### config.mk
export PLATFORM = sky130hd
export DESIGN_NAME = tft_eval
export DESIGN_NICKNAME = d
export VERILOG_FILES = /design/src/sv/tft_pkg.sv /design/src/sv/tft_eval.sv
export SDC_FILE = /design/constraint.sdc
export NUM_CORES = 1
export LEC_CHECK = 0
export ABC_AREA = 1
export BUFFER_PORTS_ARGS = -buffer_cell sky130_fd_sc_hd__buf_2
export CORE_AREA = 10 10 147 149
export DETAILED_ROUTE_END_ITERATION = 16
export DIE_AREA = 0 0 157 159
export GPL_ROUTABILITY_DRIVEN = 0
export PLACE_DENSITY = 0.88
export SLEW_MARGIN = 25
export SYNTH_ARGS = -nofsm -noshare
export SYNTH_HDL_FRONTEND = slang
export SYNTH_SLANG_ARGS = --single-unit
### constraint.sdc
create_clock -name vclk -period 5.9
set_input_delay 0.295 -clock vclk [all_inputs]
set_output_delay 0.295 -clock vclk [all_outputs]
set_load 0.05 [all_outputs]
### src/sv/tft_pkg.sv
package tft_pkg;

	localparam int MAX_SLOTS_DEF   = 10;
	localparam int MAX_TRACKED_DEF = 16;
	localparam int MAX_RESULTS     = 16;
	localparam int RES_CW          = $clog2(MAX_RESULTS + 1);

	localparam logic [2:0] REQ_SELECT = 3'd0;
	localparam logic [2:0] REQ_TRACK  = 3'd1;
	localparam logic [2:0] REQ_X      = 3'd2;
	localparam logic [2:0] REQ_Y      = 3'd3;
	localparam logic [2:0] REQ_FRAME  = 3'd4;
	localparam logic [2:0] REQ_POLL   = 3'd5;

	localparam logic [2:0] CFG_PROBATION = 3'd0;
	localparam logic [2:0] CFG_TO_LOST   = 3'd1;
	localparam logic [2:0] CFG_LOST_TMO  = 3'd2;
	localparam logic [2:0] CFG_ACT_COUNT = 3'd3;
	localparam logic [2:0] CFG_REMATCH   = 3'd4;
	localparam logic [2:0] CFG_MOVE_MIN  = 3'd5;
	localparam logic [2:0] CFG_MOVE_MAX  = 3'd6;

	localparam logic [1:0] EV_BEGIN = 2'd0;
	localparam logic [1:0] EV_MOVE  = 2'd1;
	localparam logic [1:0] EV_END   = 2'd2;

	typedef enum logic [1:0] {
		MODE_PROBATION = 2'd0,
		MODE_ACTIVE    = 2'd1,
		MODE_LOST      = 2'd2
	} mode_t;

	typedef enum logic [3:0] {
		ST_IDLE, ST_CLR_RD, ST_CLR_WR, ST_SLOT, ST_M_RD, ST_M_CHK, ST_M_NEW,
		ST_T_START, ST_T_RD, ST_T_EVAL, ST_T_MOVE, ST_T_WB, ST_FIN
	} state_t;

	typedef struct packed {
		logic [15:0] lid;
		logic [15:0] tid;
		mode_t       mode;
		logic [15:0] x;
		logic [15:0] y;
		logic [15:0] lx;
		logic [15:0] ly;
		logic [7:0]  mc;
		logic        upd;
		logic [31:0] tm;
	} ent_t;

	typedef struct packed {
		logic [15:0] pw;
		logic [15:0] al;
		logic [15:0] lt;
		logic [7:0]  ac;
	} tmo_cfg_t;

	typedef struct packed {
		ent_t        nxt;
		logic        drop;
		logic        ev_v;
		logic [1:0]  ev_kind;
		logic        move_chk;
		logic [15:0] dx;
		logic [15:0] dy;
	} eval_t;

	typedef struct packed {
		logic [15:0] id;
		logic [1:0]  kind;
		logic [15:0] x;
		logic [15:0] y;
	} evt_t;

endpackage

### src/sv/tft_eval.sv
module tft_eval (
	input  tft_pkg::ent_t     e,
	input  logic [31:0]       now,
	input  tft_pkg::tmo_cfg_t c,
	output tft_pkg::eval_t    r
);

	logic [31:0] age;
	logic        old;
	logic        enough;

	always_comb begin
		age = now - e.tm;
		old = age > {16'd0, c.pw};
		enough = e.mc > c.ac;
		r.nxt = e;
		r.drop = 1'b0;
		r.ev_v = 1'b0;
		r.ev_kind = tft_pkg::EV_BEGIN;
		r.move_chk = 1'b0;
		r.dx = (e.x > e.lx) ? e.x - e.lx : e.lx - e.x;
		r.dy = (e.y > e.ly) ? e.y - e.ly : e.ly - e.y;
		if (e.mode == tft_pkg::MODE_PROBATION) begin
			if (!old && enough) begin
				r.nxt.mode = tft_pkg::MODE_ACTIVE;
				r.nxt.upd = 1'b0;
				r.nxt.tm = now;
				r.ev_v = 1'b1;
				r.ev_kind = tft_pkg::EV_BEGIN;
			end else if (old && !enough) begin
				r.drop = 1'b1;
			end
		end else if (e.mode == tft_pkg::MODE_LOST) begin
			if (e.upd) begin
				r.nxt.mode = tft_pkg::MODE_ACTIVE;
				r.nxt.upd = 1'b0;
				r.nxt.tm = now;
			end else if (age >= {16'd0, c.lt}) begin
				r.ev_v = 1'b1;
				r.ev_kind = tft_pkg::EV_END;
				r.drop = 1'b1;
			end
		end else begin
			if (e.upd) begin
				r.move_chk = 1'b1;
				r.nxt.upd = 1'b0;
				r.nxt.tm = now;
			end else if (age >= {16'd0, c.al}) begin
				r.nxt.mode = tft_pkg::MODE_LOST;
				r.nxt.tm = now;
			end
		end
	end

endmodule

==> results of run 1 <==
## worst paths after layout
kind	startpoint	to	slack (ns)
setup / recovery	now[0]	r[40]	1.14
hold / removal	e[120]	r[157]	0.59
## cell usage in the layout (no fill, tap or decap), types with 2 or more instances in the layout
cell type / instances
sky130_fd_sc_hd__nand3_1: 73
sky130_fd_sc_hd__a21oi_1: 107
sky130_fd_sc_hd__mux2i_1: 14
sky130_fd_sc_hd__inv_2: 5
sky130_fd_sc_hd__a211oi_1: 9
sky130_fd_sc_hd__nor2_1: 162
sky130_fd_sc_hd__fa_1: 5
sky130_fd_sc_hd__xor2_1: 33
sky130_fd_sc_hd__nand3b_1: 4
sky130_fd_sc_hd__buf_2: 338
sky130_fd_sc_hd__o221ai_1: 5
sky130_fd_sc_hd__nor3_1: 15
sky130_fd_sc_hd__o31ai_1: 3
sky130_fd_sc_hd__buf_4: 5
sky130_fd_sc_hd__ha_1: 149
sky130_fd_sc_hd__and3_1: 3
sky130_fd_sc_hd__nand3_4: 2
sky130_fd_sc_hd__xnor2_1: 11
sky130_fd_sc_hd__inv_1: 377
sky130_fd_sc_hd__o21ai_0: 74
sky130_fd_sc_hd__a21boi_0: 3
sky130_fd_sc_hd__nand2_1: 512
sky130_fd_sc_hd__o2111ai_1: 2
sky130_fd_sc_hd__a21oi_2: 10
sky130_fd_sc_hd__nand2_2: 9
sky130_fd_sc_hd__o21bai_1: 7
sky130_fd_sc_hd__nand4_1: 14
sky130_fd_sc_hd__a21o_1: 7
sky130_fd_sc_hd__nor2_2: 3
sky130_fd_sc_hd__and2_1: 4
## power breakdown
part	total, mW	leakage, nW	internal (mW)	switching [mW]
combinational	1.52	7.16	0.442	1.08
clock	0.0000000227	0.00000634	0.0000000227	0
sequential	0	0	0	0
total	1.52	7.16	0.442	1.08
## kinds of logic (layout without fill, tap and decap cells)
logic type	count (synthesis)	in the layout	share of synthesized area [%]
adder cells (fa/ha/maj)	154	154	20.6
AND/OR/NAND/NOR	805	805	34.6
AO/OA/AOI/OAI	236	236	14.1
multiplexers	15	15	1.59
buffers and inverters	520	726	25.0
XOR/XNOR	44	44	4.05
other	1	2	0.0394
## synth_stat cells (5+ instances only)
cell                       number
sky130_fd_sc_hd__buf_4        106
sky130_fd_sc_hd__inv_2          5
sky130_fd_sc_hd__fa_1           5
sky130_fd_sc_hd__inv_1        377
sky130_fd_sc_hd__xor2_1        33
sky130_fd_sc_hd__xnor2_1       11
sky130_fd_sc_hd__a21o_1         7
sky130_fd_sc_hd__nand4_1       14
sky130_fd_sc_hd__nor2_1       162
sky130_fd_sc_hd__a211oi_1       9
sky130_fd_sc_hd__ha_1         149
sky130_fd_sc_hd__nor3_1        15
sky130_fd_sc_hd__a21oi_1      108
sky130_fd_sc_hd__nand2_2        9
sky130_fd_sc_hd__clkbuf_1      16
sky130_fd_sc_hd__a21oi_2        9
sky130_fd_sc_hd__nand2_1      512
sky130_fd_sc_hd__mux2i_1       14
sky130_fd_sc_hd__o221ai_1       5
sky130_fd_sc_hd__o21bai_1       7
sky130_fd_sc_hd__o21ai_0       74
sky130_fd_sc_hd__nand3_1       73
sky130_fd_sc_hd__buf_2          8
## layer usage
layer	track usage [%]	wire length (µm)
met1	28.6	13200
met4	8.76	1150
met2	44.9	16100
met3	3.70	2940
met5	0	20
## through the flow
step / hold WS, ns / std cells / setup WS, ns / total power, mW / util, %
2_1_floorplan: 0.757 / 1775 / 1.92 / 1.20 / -
3_3_place_gp: 0.590 / 2215 / 1.29 / 1.47 / 57.1
3_5_place_dp: 0.590 / 2215 / 1.22 / 1.50 / 57.1
4_1_cts: 0.590 / 2215 / 1.21 / 1.51 / 57.1
5_1_grt: 0.590 / 2216 / 0.841 / 1.67 / 57.1
6_report: 0.590 / 2216 / 1.14 / 1.52 / 57.1
## layout make-up
cell class         count  area [µm²]
multi-input cells   1255        7150
repair buffers       343        1730
inverters            383        1440
fillers             1803        7970
well taps            234         293
diodes                 1        2.50
==> results by stage, run 1 <==
Placement:
- Port buffering added between 300 and 400 buffers.
- The HPWL after detailed placement is 28900 µm.
- Once placement finished, the instance area stood at ~0.011 mm².

Worst hold path:
- The hold-critical path depth is 0.
- The min-delay analysis places its worst path in the category input pin to primary output.

Logic synthesis:
- After synthesis, the cell types taking the most area are sky130_fd_sc_hd__nand2_1 20%, sky130_fd_sc_hd__ha_1 20%, sky130_fd_sc_hd__inv_1 15%.
- When the netlist entered floorplanning its net count stood at around 2200.
- The number of instances in the synthesized netlist is 1775.
- In this run, distinct cell masters in the synthesized netlist total 49.
- The share of the Yosys chip area taken by registers is 0%.
- The synthesized design spends more area on one cell type than any other, namely sky130_fd_sc_hd__nand2_1.
- The mean cell area of the mapped netlist is between 5 and 6 µm².
- The synthesized area is around 0.0095 mm².
- The warning count from the yosys run is 0.
- In this run the biggest area consumer among cell types represents 20.2% of the synthesized area.

Worst setup path:
- For this run, the slowest stage of the critical path takes a little over 0.4 ns.
- The critical path endpoint category is a primary output.
- The data required time of the critical path is around 5.6 ns.
- STA classifies the critical path startpoint as an input pin.
- The cell with the most instances on the worst path is sky130_fd_sc_hd__nand3_1.
- The critical path contains buffers and inverters numbering 6 combined.
- The highest fanout seen on the critical path is 24.
- Among all stages on the critical path, the largest delay is contributed by sky130_fd_sc_hd__fa_1.
- The setup path with the least slack is of type input pin to primary output.
- The path length in cells of the critical path is 24.
- The dominant delay contributor by cell family on the critical path is simple AND/OR/NAND/NOR gates.
- Data arrives at the worst endpoint at 4.47 ns.
- The signal on the critical path passes through buf_2 -> inv_1 -> ha_1 -> fa_1 -> inv_1 -> nand3_1 -> nand3_1 -> nand3_1 -> nand3_1 -> xor2_1 -> ha_1 -> nand2_1 -> o21ai_0 -> nand3_1 -> nand3_1 -> nand2_1 -> nand3_4 -> nor2_4 -> buf_4 -> inv_2 -> nand2_2 -> nand2_1 -> nand3_1 -> buf_2.

Drt:
- After detailed routing, the number of remaining DRC violations is 0.
- The average detailed-routed wire length per instance is ~15 µm.
- The remaining antenna violation count is 0.
- For this run, the detailed router's first-pass iteration total came to 7.
- The final route contains 11526 vias.
- After the first detailed-routing iteration, the DRC count stood at about 900.
- The via density per instance is around 5.2.
- After detailed routing, the total wire length is ~33000 µm.

Power and ir drop:
- The power per unit of standard cell area is 143 mW/mm².
- The peak supply drop is roughly 0.17 mV.
- The leakage component of the power is 7.16 nW.

Outcome:
- The flow ran to the end, and the final reports show no timing, DRC or antenna violations.

Cells and area:
- Compared with the post-synthesis result, the final layout area differs by 11.4%.
- The clock buffers instantiated in the layout total 0.
- After the last flow step, the layout net total stands at ~2400.
- The share of post-route cells with drive strength above 1 is about a fifth.
- Registers take 0 µm².
- The summed area of non-filler cells in the final layout is about 0.011 mm².
- The flip-flop and latch count is 0.

Timing:
- The worst pin sits at a relative slew slack of approximately 44%.
- Setup violations remaining at the end of the flow were counted as 0.
- Of the available clock period, the critical path in the final layout requires between 80% and 90%.
- The number of pins exceeding their max-slew limit in the final report came to 0.
- Based on the critical path, the design can be clocked at up to 0.210 GHz.
- Setup repair after global routing left no endpoint under its margin.
- Adding up every negative setup slack in the final design gives 0 ns.
- The number of hold violations in the final report is 0.
- The worst path needs roughly 4.8 ns of the cycle, external delays included.
- For the pin with the worst max-slew slack, the measured transition is roughly 0.84 ns.

Global routing:
- The initial antenna violation count is 2.
- The total global-route track usage is around 25%.
- The global-route wire length before repair is between 50000 and 60000 µm.
- The global-route congestion overflow total is 0.
- The number of global-route vias before repair came to ~11000.
- The pin count of the biggest net entering global routing is 58.

Clock tree:
- After clock tree synthesis, the repair step resized 0 gates.
- The number of hold buffers added after CTS was 0.
- Post-CTS timing repair inserted 0 buffers for setup.

Die:
- The die is approximately 160 µm tall.
- The core region is around 0.019 mm².
- Measured along the x axis, the die boundary spans between 150 and 200 µm.
- The number of I/O pins is around 400.
- The number of cell rows is 50.
- The full die area is 0.0250 mm².
- For this configuration, the core starts out at a cell density of between 50% and 60%.

Flow run:
- Across the run, the number of max-cap violations was 0.
No activity file was read; power rests on OpenSTA's default activity.
==> inputs of run 2 (changes only) <==
Settings changed: CORE_AREA 10 10 147 149 to default, CORE_MARGIN from default to 10, CORE_UTILIZATION from default to 51, DIE_AREA 0 0 157 159 to default.
Clock period 5.9 ns to 4.45 ns, I/O delays scaled along.
==> results by stage, run 2 (same netlist as run 1, synthesis figures left out) <==
Outcome:
- The run finished with clean final reports.

Cells and area:
- The flip-flop and latch count is 0 (unchanged).
- The final core area utilization is 58.7% (+1.6 points).
- The number of non-filler instances in the completed layout is 2218 (+0.090%).
- The share of post-route cells with drive strength above 1 is 19.3% (+0.18 points).
- The final layout net count is 2366 (+0.085%).
- The most frequent standard cell in the layout excluding fill and tap cells is sky130_fd_sc_hd__nand2_1.
- The top cell types in the final layout, fill and taps aside, are 512 x sky130_fd_sc_hd__nand2_1, 377 x sky130_fd_sc_hd__inv_1, 338 x sky130_fd_sc_hd__buf_2.
- Relative to the synthesized area, the layout overhead comes to 11.8%.
- The layout clock buffer count was 0 (unchanged).
- The register area was 0 µm² (unchanged).

Timing:
- Setup repair after global routing left no endpoint under its margin.
- The number of hold violations in the final report is 0 (unchanged).
- The clock period minus final worst setup slack is around 4.1 ns.
- Dividing the final minimum period by the clock period gives around 93%.
- The final worst setup slack was 0.301 ns (-0.839 ns).
- The final setup violation count is 0 (unchanged).
- The maximum achievable frequency is between 0.2 and 0.25 GHz.
- The accumulated negative setup slack is 0 ns (unchanged).
- The number of pins exceeding their max-slew limit in the final report is 0 (unchanged).
- The pin slew with the least headroom to its limit is 0.913 ns (+0.0767 ns).
- The worst slew margin relative to its limit is 39.0% (-5.1 points).

Worst setup path:
- The worst setup path is captured at a primary output.
- The signal arrival time at the worst endpoint is 3.93 ns (-0.54 ns).
- The kind of start point of the critical path is an input pin.
- The worst setup path is of the input pin to primary output kind.
- The highest fanout seen on the critical path was 23 (-4.2%).
- The data required time of the critical path is 4.23 ns (-1.38 ns).

Die:
- The number of I/O pins was 403 (unchanged).
- The y dimension of the die came to 157 µm (-1.5%).
- The initial core utilization is 52.5% (+1.2 points).
- The placeable core region is 0.0181 mm² (-2.3%).
- The full die area was 0.0245 mm² (-1.7%).
- The overall die width is 157 µm (-0.21%).
- The number of cell rows is 49 (-2.0%).

Global routing:
- The met3 usage is 5.98% (+2.3 points).
- The global-route wire length before repair came to 54600 µm (+3.0%).
- The global-route congestion overflow total is 0 (unchanged).
- After global routing, the most crowded layer is met2.
- The pin count of the biggest net entering global routing was 45 (-22%).
- The number of global-route vias before repair came to 11205 (-0.83%).
- The met1 global-route usage came to 29.3% (+0.69 points).
- The fraction of met2 tracks used by global routing was 47.9% (+3.0 points).
- The initial antenna violation count was 11 (+9).
- The total global-route track usage was 26.4% (+1.6 points).

Clock tree:
- The number of gates resized after cts is 0 (unchanged).
- The hold-fix buffer count after cts is 0 (unchanged).
- The number of buffers added for setup after CTS is 0 (unchanged).

Power and ir drop:
- The power per unit of standard cell area is 192 mW/mm² (+34%).
- The peak supply drop is 0.286 mV (+70%).
- The leakage component of the power was 7.17 nW (+0.18%).
- The final total power came to 2.05 mW (+35%).

Placement:
- The number of I/O port buffers is 338 (unchanged).
- The worst setup slack after placement is 0.193 ns (-1.03 ns).
- The number of cells after detailed placement was 2212 (-0.14%).
- The half-perimeter wire length after detailed placement is 30500 µm (+5.5%).

Flow run:
- The number of violations of the max-capacitance limit is 0 (unchanged).

Drt:
- The remaining design rule violation count is 0 (unchanged).
- The number of detailed-route iterations in the first pass is 5 (-2).
- The average detailed-routed wire length per instance is 15.7 µm (+4.4%).
- The count of vias placed by the detailed router was 11645 (+1.0%).
- The via density per instance is 5.25 (+0.94%).
- The remaining antenna violation count is 0 (unchanged).
- The detailed router's first-iteration violation count is 858 (-2.1%).
- The total length of routed wires is 34900 µm (+4.5%).

Worst hold path:
- The class of the tightest hold or removal check is input pin to primary output.
run 2: cell types whose count changed in the layout (fill, tap and decap cells not counted), sizes merged:
| cell | change |
|---|---|
| buf | +2 |
| diode | +5 |
run 2: metal layers:
metal | routed length (µm) | up-vias
met5 | 68 | -
met4 | 1360 | 10
met3 | 3410 | 102
met2 | 16600 | 603
met1 | 13400 | 5141
li1 | - | 5789
run 2: final timing paths:
check	to	slack, ns	depth (start not counted)	startpoint
hold / removal	r[153]	0.45	0	e[116]
setup / recovery	r[42]	0.30	22	now[0]
run 2: worst max-delay path, stage by stage:
cell and delay [ns]:
sky130_fd_sc_hd__buf_2 0.11, sky130_fd_sc_hd__inv_1 0.06, sky130_fd_sc_hd__ha_1 0.22, sky130_fd_sc_hd__fa_1 0.41
sky130_fd_sc_hd__inv_1 0.11, sky130_fd_sc_hd__nand3_1 0.09, sky130_fd_sc_hd__nand3_1 0.16, sky130_fd_sc_hd__xor2_1 0.38
sky130_fd_sc_hd__ha_1 0.32, sky130_fd_sc_hd__nand2_1 0.08, sky130_fd_sc_hd__nor2_1 0.05, sky130_fd_sc_hd__a211oi_1 0.20
sky130_fd_sc_hd__o21ai_0 0.12, sky130_fd_sc_hd__nand3_1 0.08, sky130_fd_sc_hd__nand3_1 0.07, sky130_fd_sc_hd__nand2_1 0.14
sky130_fd_sc_hd__nand3_4 0.11, sky130_fd_sc_hd__nor2_4 0.12, sky130_fd_sc_hd__buf_4 0.33, sky130_fd_sc_hd__a21oi_1 0.12
sky130_fd_sc_hd__nand2_1 0.12, sky130_fd_sc_hd__buf_2 0.28
run 2: cell type report:
class | count | area (µm²)
Antenna cell | 6 | 15.0
Multi-Input combinational cell | 1255 | 7170
Tap cell | 229 | 287
Timing Repair Buffer | 345 | 1740
Inverter | 383 | 1440
Fill cell | 1760 | 7490
run 2: per-stage QoR:
step           cell area (µm²)  hold WS, ns
2_1_floorplan             9530        0.612
3_3_place_gp             10600        0.445
3_5_place_dp             10600        0.445
4_1_cts                  10600        0.445
5_1_grt                  10700        0.445
6_report                 10700        0.445
run 2: report_power, final:
group          leakage, nW   total [mW]  switching, mW  internal, mW
registers                0            0              0             0
clock network    0.0000380  0.000000181              0   0.000000181
logic                 7.17         2.05           1.46         0.591
total                 7.17         2.05           1.46         0.591
